**config.mk**
```make
export PLATFORM = sky130hd
export DESIGN_NAME = state_variable_filter
export DESIGN_NICKNAME = d
export VERILOG_FILES = /design/src/hw/rtl/svf_pkg.sv /design/src/hw/rtl/svf_ctrl.sv /design/src/hw/rtl/svf_dp.sv /design/src/hw/rtl/state_variable_filter.sv
export SDC_FILE = /design/constraint.sdc
export NUM_CORES = 2
export LEC_CHECK = 0
export ABC_AREA = 1
export BUFFER_PORTS_ARGS = -buffer_cell sky130_fd_sc_hd__buf_4
export CAP_MARGIN = 20
export CORE_UTILIZATION = 55
export DETAILED_ROUTE_END_ITERATION = 10
export PLACE_DENSITY = 0.67
export SLEW_MARGIN = 30
export SYNTH_ARGS = -nofsm -noshare
export SYNTH_HDL_FRONTEND = slang
export SYNTH_SLANG_ARGS = --single-unit
export TNS_END_PERCENT = 30
```
**constraint.sdc**
```tcl
create_clock -name clk -period 15.9 [get_ports clk]
set_input_delay 0.795 -clock clk [delete_from_list [all_inputs] [get_ports clk]]
set_output_delay 0.795 -clock clk [all_outputs]
set_load 0.01 [all_outputs]
```
**src/hw/rtl/svf_pkg.sv**
```systemverilog
`timescale 1ns / 1ps
// svf_pkg: shared types, codes and defaults of the state variable filter
// used by svf_ctrl, svf_dp, state_variable_filter and svf_check
package svf_pkg;

  // default widths
  localparam int SAMPLE_BITS_DEF = 16;
  localparam int STATE_BITS_DEF  = 24;

  // fraction bits of the multiplier constants
  localparam int COEFF_FRAC = 14;
  localparam int DAMP_FRAC  = 15;

  // configuration port
  localparam int CFG_INDEX_W = 2;
  localparam int CFG_DATA_W  = 16;
  localparam int COEFF_W     = 15;
  localparam int DAMP_W      = 16;
  localparam int MODE_W      = 3;

  localparam logic [CFG_INDEX_W-1:0] REG_FREQ_COEFF   = 2'd0;
  localparam logic [CFG_INDEX_W-1:0] REG_DAMPING_Q    = 2'd1;
  localparam logic [CFG_INDEX_W-1:0] REG_BAND_DAMPING = 2'd2;
  localparam logic [CFG_INDEX_W-1:0] REG_FILTER_MODE  = 2'd3;

  localparam logic [COEFF_W-1:0] FREQ_COEFF_RST   = 15'd0;
  localparam logic [DAMP_W-1:0]  DAMPING_Q_RST    = 16'd32768;
  localparam logic [DAMP_W-1:0]  BAND_DAMPING_RST = 16'd32440;

  typedef enum logic [MODE_W-1:0] {
    MODE_LOW    = 3'd0,
    MODE_HIGH   = 3'd1,
    MODE_BAND   = 3'd2,
    MODE_NOTCH  = 3'd3,
    MODE_BYPASS = 3'd4
  } mode_t;

  // operand pair for the shared multiplier
  typedef enum logic [1:0] {
    MS_BAND_Q = 2'd0,
    MS_BAND_C = 2'd1,
    MS_HIGH_C = 2'd2,
    MS_TMP_D  = 2'd3
  } mul_sel_t;

  // controller to datapath commands
  typedef struct packed {
    logic     load_x;
    logic     mul_en;
    mul_sel_t mul_sel;
    logic     wr_notch;
    logic     wr_low;
    logic     wr_high;
    logic     wr_tmp;
    logic     wr_band;
    logic     wr_out;
  } cmd_t;

endpackage

```
**src/hw/rtl/svf_ctrl.sv**
```systemverilog
`timescale 1ns / 1ps
// svf_ctrl: sequencer of the state variable filter, owns both handshakes
// depends on svf_pkg
module svf_ctrl
  import svf_pkg::*;
(
  input  logic clk,
  input  logic rst,
  input  logic in_valid,
  output logic in_ready,
  output logic out_valid,
  input  logic out_ready,
  output cmd_t cmd
);

  typedef enum logic [9:0] {
    S_IDLE  = 10'b00_0000_0001,
    S_MQ    = 10'b00_0000_0010,
    S_NOTCH = 10'b00_0000_0100,
    S_LOW   = 10'b00_0000_1000,
    S_HIGH  = 10'b00_0001_0000,
    S_MHC   = 10'b00_0010_0000,
    S_TMP   = 10'b00_0100_0000,
    S_MBD   = 10'b00_1000_0000,
    S_BAND  = 10'b01_0000_0000,
    S_OUT   = 10'b10_0000_0000
  } state_t;

  state_t state, state_next;
  logic   out_valid_next;
  logic   out_free;

  assign out_free = !out_valid || out_ready;
  assign in_ready = (state == S_IDLE);

  always_comb begin
    state_next = state;
    cmd        = '0;
    cmd.mul_sel = MS_BAND_Q;
    unique case (state)
      S_IDLE: begin
        if (in_valid) begin
          cmd.load_x = 1'b1;
          state_next = S_MQ;
        end
      end
      S_MQ: begin
        cmd.mul_en  = 1'b1;
        cmd.mul_sel = MS_BAND_Q;
        state_next  = S_NOTCH;
      end
      S_NOTCH: begin
        cmd.wr_notch = 1'b1;
        cmd.mul_en   = 1'b1;
        cmd.mul_sel  = MS_BAND_C;
        state_next   = S_LOW;
      end
      S_LOW: begin
        cmd.wr_low = 1'b1;
        state_next = S_HIGH;
      end
      S_HIGH: begin
        cmd.wr_high = 1'b1;
        state_next  = S_MHC;
      end
      S_MHC: begin
        cmd.mul_en  = 1'b1;
        cmd.mul_sel = MS_HIGH_C;
        state_next  = S_TMP;
      end
      S_TMP: begin
        cmd.wr_tmp = 1'b1;
        state_next = S_MBD;
      end
      S_MBD: begin
        cmd.mul_en  = 1'b1;
        cmd.mul_sel = MS_TMP_D;
        state_next  = S_BAND;
      end
      S_BAND: begin
        cmd.wr_band = 1'b1;
        state_next  = S_OUT;
      end
      S_OUT: begin
        if (out_free) begin
          cmd.wr_out = 1'b1;
          state_next = S_IDLE;
        end
      end
      default: state_next = S_IDLE;
    endcase
  end

  always_comb begin
    out_valid_next = out_valid;
    if (cmd.wr_out) begin
      out_valid_next = 1'b1;
    end else if (out_ready) begin
      out_valid_next = 1'b0;
    end
  end

  always_ff @(posedge clk) begin
    if (rst) begin
      state     <= S_IDLE;
      out_valid <= 1'b0;
    end else begin
      state     <= state_next;
      out_valid <= out_valid_next;
    end
  end

endmodule

```
**src/hw/rtl/svf_dp.sv**
```systemverilog
`timescale 1ns / 1ps
// svf_dp: registers, shared multiplier, saturating adders and mode select
// depends on svf_pkg, driven by svf_ctrl commands
module svf_dp
  import svf_pkg::*;
#(
  parameter int SAMPLE_BITS = SAMPLE_BITS_DEF,
  parameter int STATE_BITS  = STATE_BITS_DEF
) (
  input  logic                          clk,
  input  logic                          rst,
  input  cmd_t                          cmd,
  input  logic signed [SAMPLE_BITS-1:0] sample_in,
  output logic signed [SAMPLE_BITS-1:0] sample_out,
  input  logic                          cfg_we,
  input  logic [CFG_INDEX_W-1:0]        cfg_index,
  input  logic [CFG_DATA_W-1:0]         cfg_data
);

  localparam int SB = SAMPLE_BITS;
  localparam int ST = STATE_BITS;
  localparam int PW = ST + DAMP_W + 1;  // product width
  localparam int WW = ST + 5;           // working width of sums

  localparam logic signed [PW:0] HALF_C = (PW + 1)'(1) << (COEFF_FRAC - 1);
  localparam logic signed [PW:0] HALF_D = (PW + 1)'(1) << (DAMP_FRAC - 1);

  localparam logic signed [WW-1:0] ST_MAX_W = {{(WW - ST + 1){1'b0}}, {(ST - 1){1'b1}}};
  localparam logic signed [WW-1:0] ST_MIN_W = {{(WW - ST + 1){1'b1}}, {(ST - 1){1'b0}}};
  localparam logic signed [ST-1:0] SB_MAX_S = {{(ST - SB + 1){1'b0}}, {(SB - 1){1'b1}}};
  localparam logic signed [ST-1:0] SB_MIN_S = {{(ST - SB + 1){1'b1}}, {(SB - 1){1'b0}}};

  function automatic logic signed [ST-1:0] sat_st(input logic signed [WW-1:0] v);
    logic signed [ST-1:0] r;
    if (v > ST_MAX_W) begin
      r = ST_MAX_W[ST-1:0];
    end else if (v < ST_MIN_W) begin
      r = ST_MIN_W[ST-1:0];
    end else begin
      r = v[ST-1:0];
    end
    return r;
  endfunction

  function automatic logic signed [SB-1:0] sat_sb(input logic signed [ST-1:0] v);
    logic signed [SB-1:0] r;
    if (v > SB_MAX_S) begin
      r = SB_MAX_S[SB-1:0];
    end else if (v < SB_MIN_S) begin
      r = SB_MIN_S[SB-1:0];
    end else begin
      r = v[SB-1:0];
    end
    return r;
  endfunction

  // configuration
  logic [COEFF_W-1:0] freq_coeff;
  logic [DAMP_W-1:0]  damping_q;
  logic [DAMP_W-1:0]  band_damping;
  logic [MODE_W-1:0]  filter_mode;

  // filter state and per-item values
  logic signed [ST-1:0] lowpass_acc;
  logic signed [ST-1:0] bandpass_acc;
  logic signed [ST-1:0] x_reg;
  logic signed [ST-1:0] notch;
  logic signed [ST-1:0] high;
  logic signed [ST-1:0] band_tmp;
  logic signed [PW-1:0] prod;

  logic signed [ST-1:0] mul_a;
  logic [DAMP_W-1:0]    mul_b;
  logic signed [PW:0]   rnd_c;
  logic signed [PW:0]   rnd_d;
  logic signed [WW-1:0] prod_c;   // product scaled by the coeff fraction
  logic signed [WW-1:0] prod_d;   // product scaled by the damping fraction
  logic signed [ST-1:0] sel;

  always_ff @(posedge clk) begin
    if (rst) begin
      freq_coeff   <= FREQ_COEFF_RST;
      damping_q    <= DAMPING_Q_RST;
      band_damping <= BAND_DAMPING_RST;
      filter_mode  <= MODE_LOW;
    end else if (cfg_we) begin
      unique case (cfg_index)
        REG_FREQ_COEFF:   freq_coeff   <= cfg_data[COEFF_W-1:0];
        REG_DAMPING_Q:    damping_q    <= cfg_data[DAMP_W-1:0];
        REG_BAND_DAMPING: band_damping <= cfg_data[DAMP_W-1:0];
        REG_FILTER_MODE:  filter_mode  <= cfg_data[MODE_W-1:0];
        default: ;
      endcase
    end
  end

  // shared multiplier operands
  always_comb begin
    unique case (cmd.mul_sel)
      MS_BAND_Q: begin
        mul_a = bandpass_acc;
        mul_b = damping_q;
      end
      MS_BAND_C: begin
        mul_a = bandpass_acc;
        mul_b = DAMP_W'(freq_coeff);
      end
      MS_HIGH_C: begin
        mul_a = high;
        mul_b = DAMP_W'(freq_coeff);
      end
      MS_TMP_D: begin
        mul_a = band_tmp;
        mul_b = band_damping;
      end
      default: begin
        mul_a = bandpass_acc;
        mul_b = damping_q;
      end
    endcase
  end

  // round half up, then floor shift
  assign rnd_c  = {prod[PW-1], prod} + HALF_C;
  assign rnd_d  = {prod[PW-1], prod} + HALF_D;
  assign prod_c = {rnd_c[PW], rnd_c[PW:COEFF_FRAC]};
  assign prod_d = {{2{rnd_d[PW]}}, rnd_d[PW:DAMP_FRAC]};

  always_ff @(posedge clk) begin
    if (cmd.load_x) begin
      x_reg <= ST'(sample_in);
    end
    if (cmd.mul_en) begin
      prod <= PW'(mul_a) * PW'($signed({1'b0, mul_b}));
    end
    if (cmd.wr_notch) begin
      notch <= sat_st(WW'(x_reg) - prod_d);
    end
    if (cmd.wr_high) begin
      high <= sat_st(WW'(notch) - WW'(lowpass_acc));
    end
    if (cmd.wr_tmp) begin
      band_tmp <= sat_st(WW'(bandpass_acc) + prod_c);
    end
    if (cmd.wr_out) begin
      sample_out <= sat_sb(sel);
    end
  end

  always_ff @(posedge clk) begin
    if (rst) begin
      lowpass_acc  <= '0;
      bandpass_acc <= '0;
    end else begin
      if (cmd.wr_low) begin
        lowpass_acc <= sat_st(WW'(lowpass_acc) + prod_c);
      end
      if (cmd.wr_band) begin
        bandpass_acc <= sat_st(prod_d);
      end
    end
  end

  // unused mode codes pass the input through
  always_comb begin
    unique case (filter_mode)
      MODE_LOW:   sel = lowpass_acc;
      MODE_HIGH:  sel = high;
      MODE_BAND:  sel = bandpass_acc;
      MODE_NOTCH: sel = notch;
      default:    sel = x_reg;
    endcase
  end

endmodule

```
**src/hw/rtl/state_variable_filter.sv**
```systemverilog
`timescale 1ns / 1ps
// state_variable_filter: top level of the two-integrator audio filter
// depends on svf_pkg, svf_ctrl and svf_dp
//
// Chamberlin-style state variable filter for one signed Q1.15 audio stream.
// Per item it computes notch = x - q*band, low += coeff*band,
// high = notch - low, band = (band + coeff*high) * band_damping, with every
// intermediate saturated to STATE_BITS and each product rounded half up, then
// returns the lowpass, highpass, bandpass or notch value, or the input in
// bypass (mode codes 5 to 7 also act as bypass), saturated to the sample
// width. Both integrators advance on every item in every mode. Coefficients
// come through the write port: index 0 freq_coeff (Q1.14), 1 damping_q
// (Q1.15), 2 band_damping (Q1.15), 3 filter_mode; write them only while no
// item is in flight. One signed multiplier is shared by all four products,
// so an item walks through the idle step that accepts it, the four
// multiplies and their adds in sequence, and one output load into the
// result register. The block works on one item at a time and takes the next
// item as soon as the result is loaded, even while that result still waits
// on out_ready; a new result that is ready while the old one is still
// unclaimed holds in the output step until out_ready. STATE_BITS must not be
// below SAMPLE_BITS.

module state_variable_filter
  import svf_pkg::*;
#(
  parameter int SAMPLE_BITS = SAMPLE_BITS_DEF,
  parameter int STATE_BITS  = STATE_BITS_DEF
) (
  input  logic                          clk,
  input  logic                          rst,
  // input items
  input  logic                          in_valid,
  output logic                          in_ready,
  input  logic signed [SAMPLE_BITS-1:0] sample_in,
  // result items
  output logic                          out_valid,
  input  logic                          out_ready,
  output logic signed [SAMPLE_BITS-1:0] sample_out,
  // register writes
  input  logic                          cfg_we,
  input  logic [CFG_INDEX_W-1:0]        cfg_index,
  input  logic [CFG_DATA_W-1:0]         cfg_data
);

  // command bundle from the sequencer to the datapath
  cmd_t cmd;

  // sequencer: walks the multiply and add steps, owns valid and ready
  svf_ctrl u_ctrl (
    .clk       (clk),
    .rst       (rst),
    .in_valid  (in_valid),
    .in_ready  (in_ready),
    .out_valid (out_valid),
    .out_ready (out_ready),
    .cmd       (cmd)
  );

  // datapath: config registers, integrators, shared multiplier, output register
  svf_dp #(
    .SAMPLE_BITS (SAMPLE_BITS),
    .STATE_BITS  (STATE_BITS)
  ) u_dp (
    .clk        (clk),
    .rst        (rst),
    .cmd        (cmd),
    .sample_in  (sample_in),
    .sample_out (sample_out),
    .cfg_we     (cfg_we),
    .cfg_index  (cfg_index),
    .cfg_data   (cfg_data)
  );

endmodule

```
==> qor.yml <==
status:
  outcome: "complete, no violations"
cts:
  htree_levels: 1
  path_clk_slew_ns: 0.06
  cts_tree: "done"
  clock_path_buffers: 3
  cts_sinks: 241
  ctsResizeCount: 0
  postCtsSetupBuffers: 0
  insertion_delay_ns: 0.58
  ctsHoldBuffers: 0
  cts_made_buffers: 26
  root_buffer: "clkbuf_16"
setup_path:
  r2r_cells: 30
  end_kind: "flop"
  arrival_ns: 9.85
  cp-endpoint: "u_dp.prod[36]"
  required_ns: 16.20
  crit_path_top_delay_cell: "fa_1"
  rr_startpoint: "u_ctrl.state[7]"
  rr_endpoint: "u_dp.prod[36]"
  critical_path_class: "reg2reg"
  path_max_fanout: 26
  startpoint_type: "flop"
  worstSetupStartpoint: "u_ctrl.state[7]"
  rrSetupSlack_ns: 6.35
  cpPeakStageDelay_ns: 0.91
detailed_routing:
  drc: 0
  drt_wl_total_mm: 104
  wl_per_cell_um: 21.0
  postRouteAntennaNets: 0
  avgViaCountPerCell: 5.62
  vias: 27700
  drtIter0Drc: 2424
  dr.pass1.iters: 5
sta:
  skew_ns: 0.0333
  final-setup-viol-count: 0
  fmax_mhz: 105
  maxSlewHeadroom: 0.300
  fin_hold_ws_ns: 0.398
  fin_crit_sh: 0.601
  hold_viol_final: 0
  rsz0062_at_grt: "false"
  period_needed_ns: 9.55
  worst_pin_slew_ns: 1.04
  final_max_slew_viol_count: 0
  setup_tns_ns: 0
synthesis:
  synth_nets: 4764
  ys_seq_area_frac: 0.196
  yosysWarningCount: 0
  synth_edf_count: 132
  syn-instance-count: 4135
  ys_ff_latch: 241
  syn_area_um2: 31400
  async_flop_share: 0
  ys.flop_type: "edfxtp_1"
  synth.distinct_cells: 58
  avgSynthCellArea_um2: 7.58
placed_design:
  port_buffers: 56
  dp_cells: 4879
  hpwlAfterDp_mm: 84.8
  gp_congestion: 1.02
worst_hold_path:
  min_from: "sample_in[8]"
  hold_class: "in2reg"
global_route:
  grt_pass1_wl_mm: 158
  grt_usage: 0.362
  antenna_found_initial: 1
  gr-total-overflow: 0
  grt_max_degree: 57
  first_global_vias: 26700
layout:
  area_delta_synth_final_pct: 6.64
  final_common_cell: "nand2_1"
  most-common-layout-cells: "nand2_1, inv_1, nor2_1, fa_1, a21oi_1"
  fin_cells: 4927
  antenna_cells: 0
  finalNetCount: 4780
  largest_reg_flops: 28
  drive_gt1_frac: 0.0501
  regMostFlops: "u_dp.prod"
floorplanning:
  coreArea_um2: 56400
  row_count: 87
  fp.dieH_um: 241
  die_x_um: 241
  start_util: 0.556
  ios: 57
  die_area_um2: 58000
run:
  maxCapViolCount: 0
power_and_ir_drop:
  p_per_area_nw_per_um2: 46.9
  p_leak_nw: 16.7
  vdd.ir_drop.worst_v: 0.0000706
[cell type report]
| class | instances | area [um2] |
|---|---|---|
| fill | 5499 | 23000 |
| multi-input combinational | 2985 | 21700 |
| sequential | 241 | 6150 |
| inverter | 799 | 3000 |
| tap | 756 | 946 |
| clock buffer | 39 | 785 |
| timing repair buffer | 98 | 736 |
| clock inverter | 9 | 83.8 |
[logic make-up (layout without fill, tap and decap cells)]
| family | after synthesis | in the layout | synth area share |
|---|---|---|---|
| AND/OR/NAND/NOR | 1635 | 1635 | 0.211 |
| buffers and inverters | 909 | 945 | 0.113 |
| AO/OA/AOI/OAI | 603 | 603 | 0.109 |
| adder cells (fa/ha/maj) | 590 | 590 | 0.326 |
| flip-flops | 241 | 241 | 0.196 |
| XOR/XNOR | 157 | 157 | 0.0443 |
[critical path: cells and delay by family, from the launching register on]
family,cells,cell delay (ns)
compound gates,4,0.76
flops,1,0.33
buf+inv,7,1.99
simple gates,10,1.49
fa+ha+maj,8,4.54
xor+xnor,1,0.14
[synth_stat cells (15+ instances only)]
library cell | instances | share of area
clkbuf_1 | 80 | 0.0096
xor2_1 | 86 | 0.024
a21o_1 | 17 | 0.0041
a21oi_1 | 251 | 0.040
nor4_1 | 15 | 0.0030
a31oi_1 | 15 | 0.0030
xnor2_1 | 69 | 0.019
inv_1 | 787 | 0.094
fa_1 | 379 | 0.24
o21ai_0 | 200 | 0.032
nand2_1 | 947 | 0.11
nor3_1 | 32 | 0.0051
nor2_1 | 451 | 0.054
edfxtp_1 | 132 | 0.13
ha_1 | 211 | 0.084
nand4_1 | 28 | 0.0056
a221oi_1 | 17 | 0.0047
o22ai_1 | 17 | 0.0034
dfxtp_1 | 109 | 0.070
nand3_1 | 115 | 0.018
[power breakdown]
part           leakage [nW]  internal (mW)  switching [mW]  total (mW)
Clock                 0.417          0.359           0.277       0.636
Combinational          14.2         0.0727           0.169       0.242
Sequential             2.08          0.676          0.0127       0.689
Total                  16.7           1.11           0.460        1.57
[metrics by stage]
step / utilization / setup slack (ns) / area [um2] / power [mW]
floorplan: - / 7.77 / 31400 / 0.867
global placement: 0.577 / 6.11 / 32600 / 0.938
CTS: 0.593 / 5.95 / 33400 / 1.56
detailed placement: 0.577 / 6.01 / 32600 / 0.939
finish: 0.593 / 6.35 / 33400 / 1.57
global route: 0.593 / 5.66 / 33400 / 1.62
[routing by layer]
layer,share of wire,wire [um],GRT usage
met1,0.43,44600,0.509
met2,0.45,46700,0.573
met3,0.083,8560,0.0578
met4,0.036,3740,0.111
met5,0.00012,12,0
[worst min-delay path by stage]
| stage | depth (start not counted) | end |
|---|---|---|
| final | 1 | u_dp.x_reg[8] |
| after global routing | 1 | u_dp.x_reg[1] |
| after CTS | 1 | u_dp.x_reg[8] |
| after detailed placement | 2 | u_dp.band_damping[10] |
| after global placement | 2 | u_dp.damping_q[10] |
| after floorplan | 2 | u_dp.damping_q[0] |
Power figures use the tool's default switching activity.
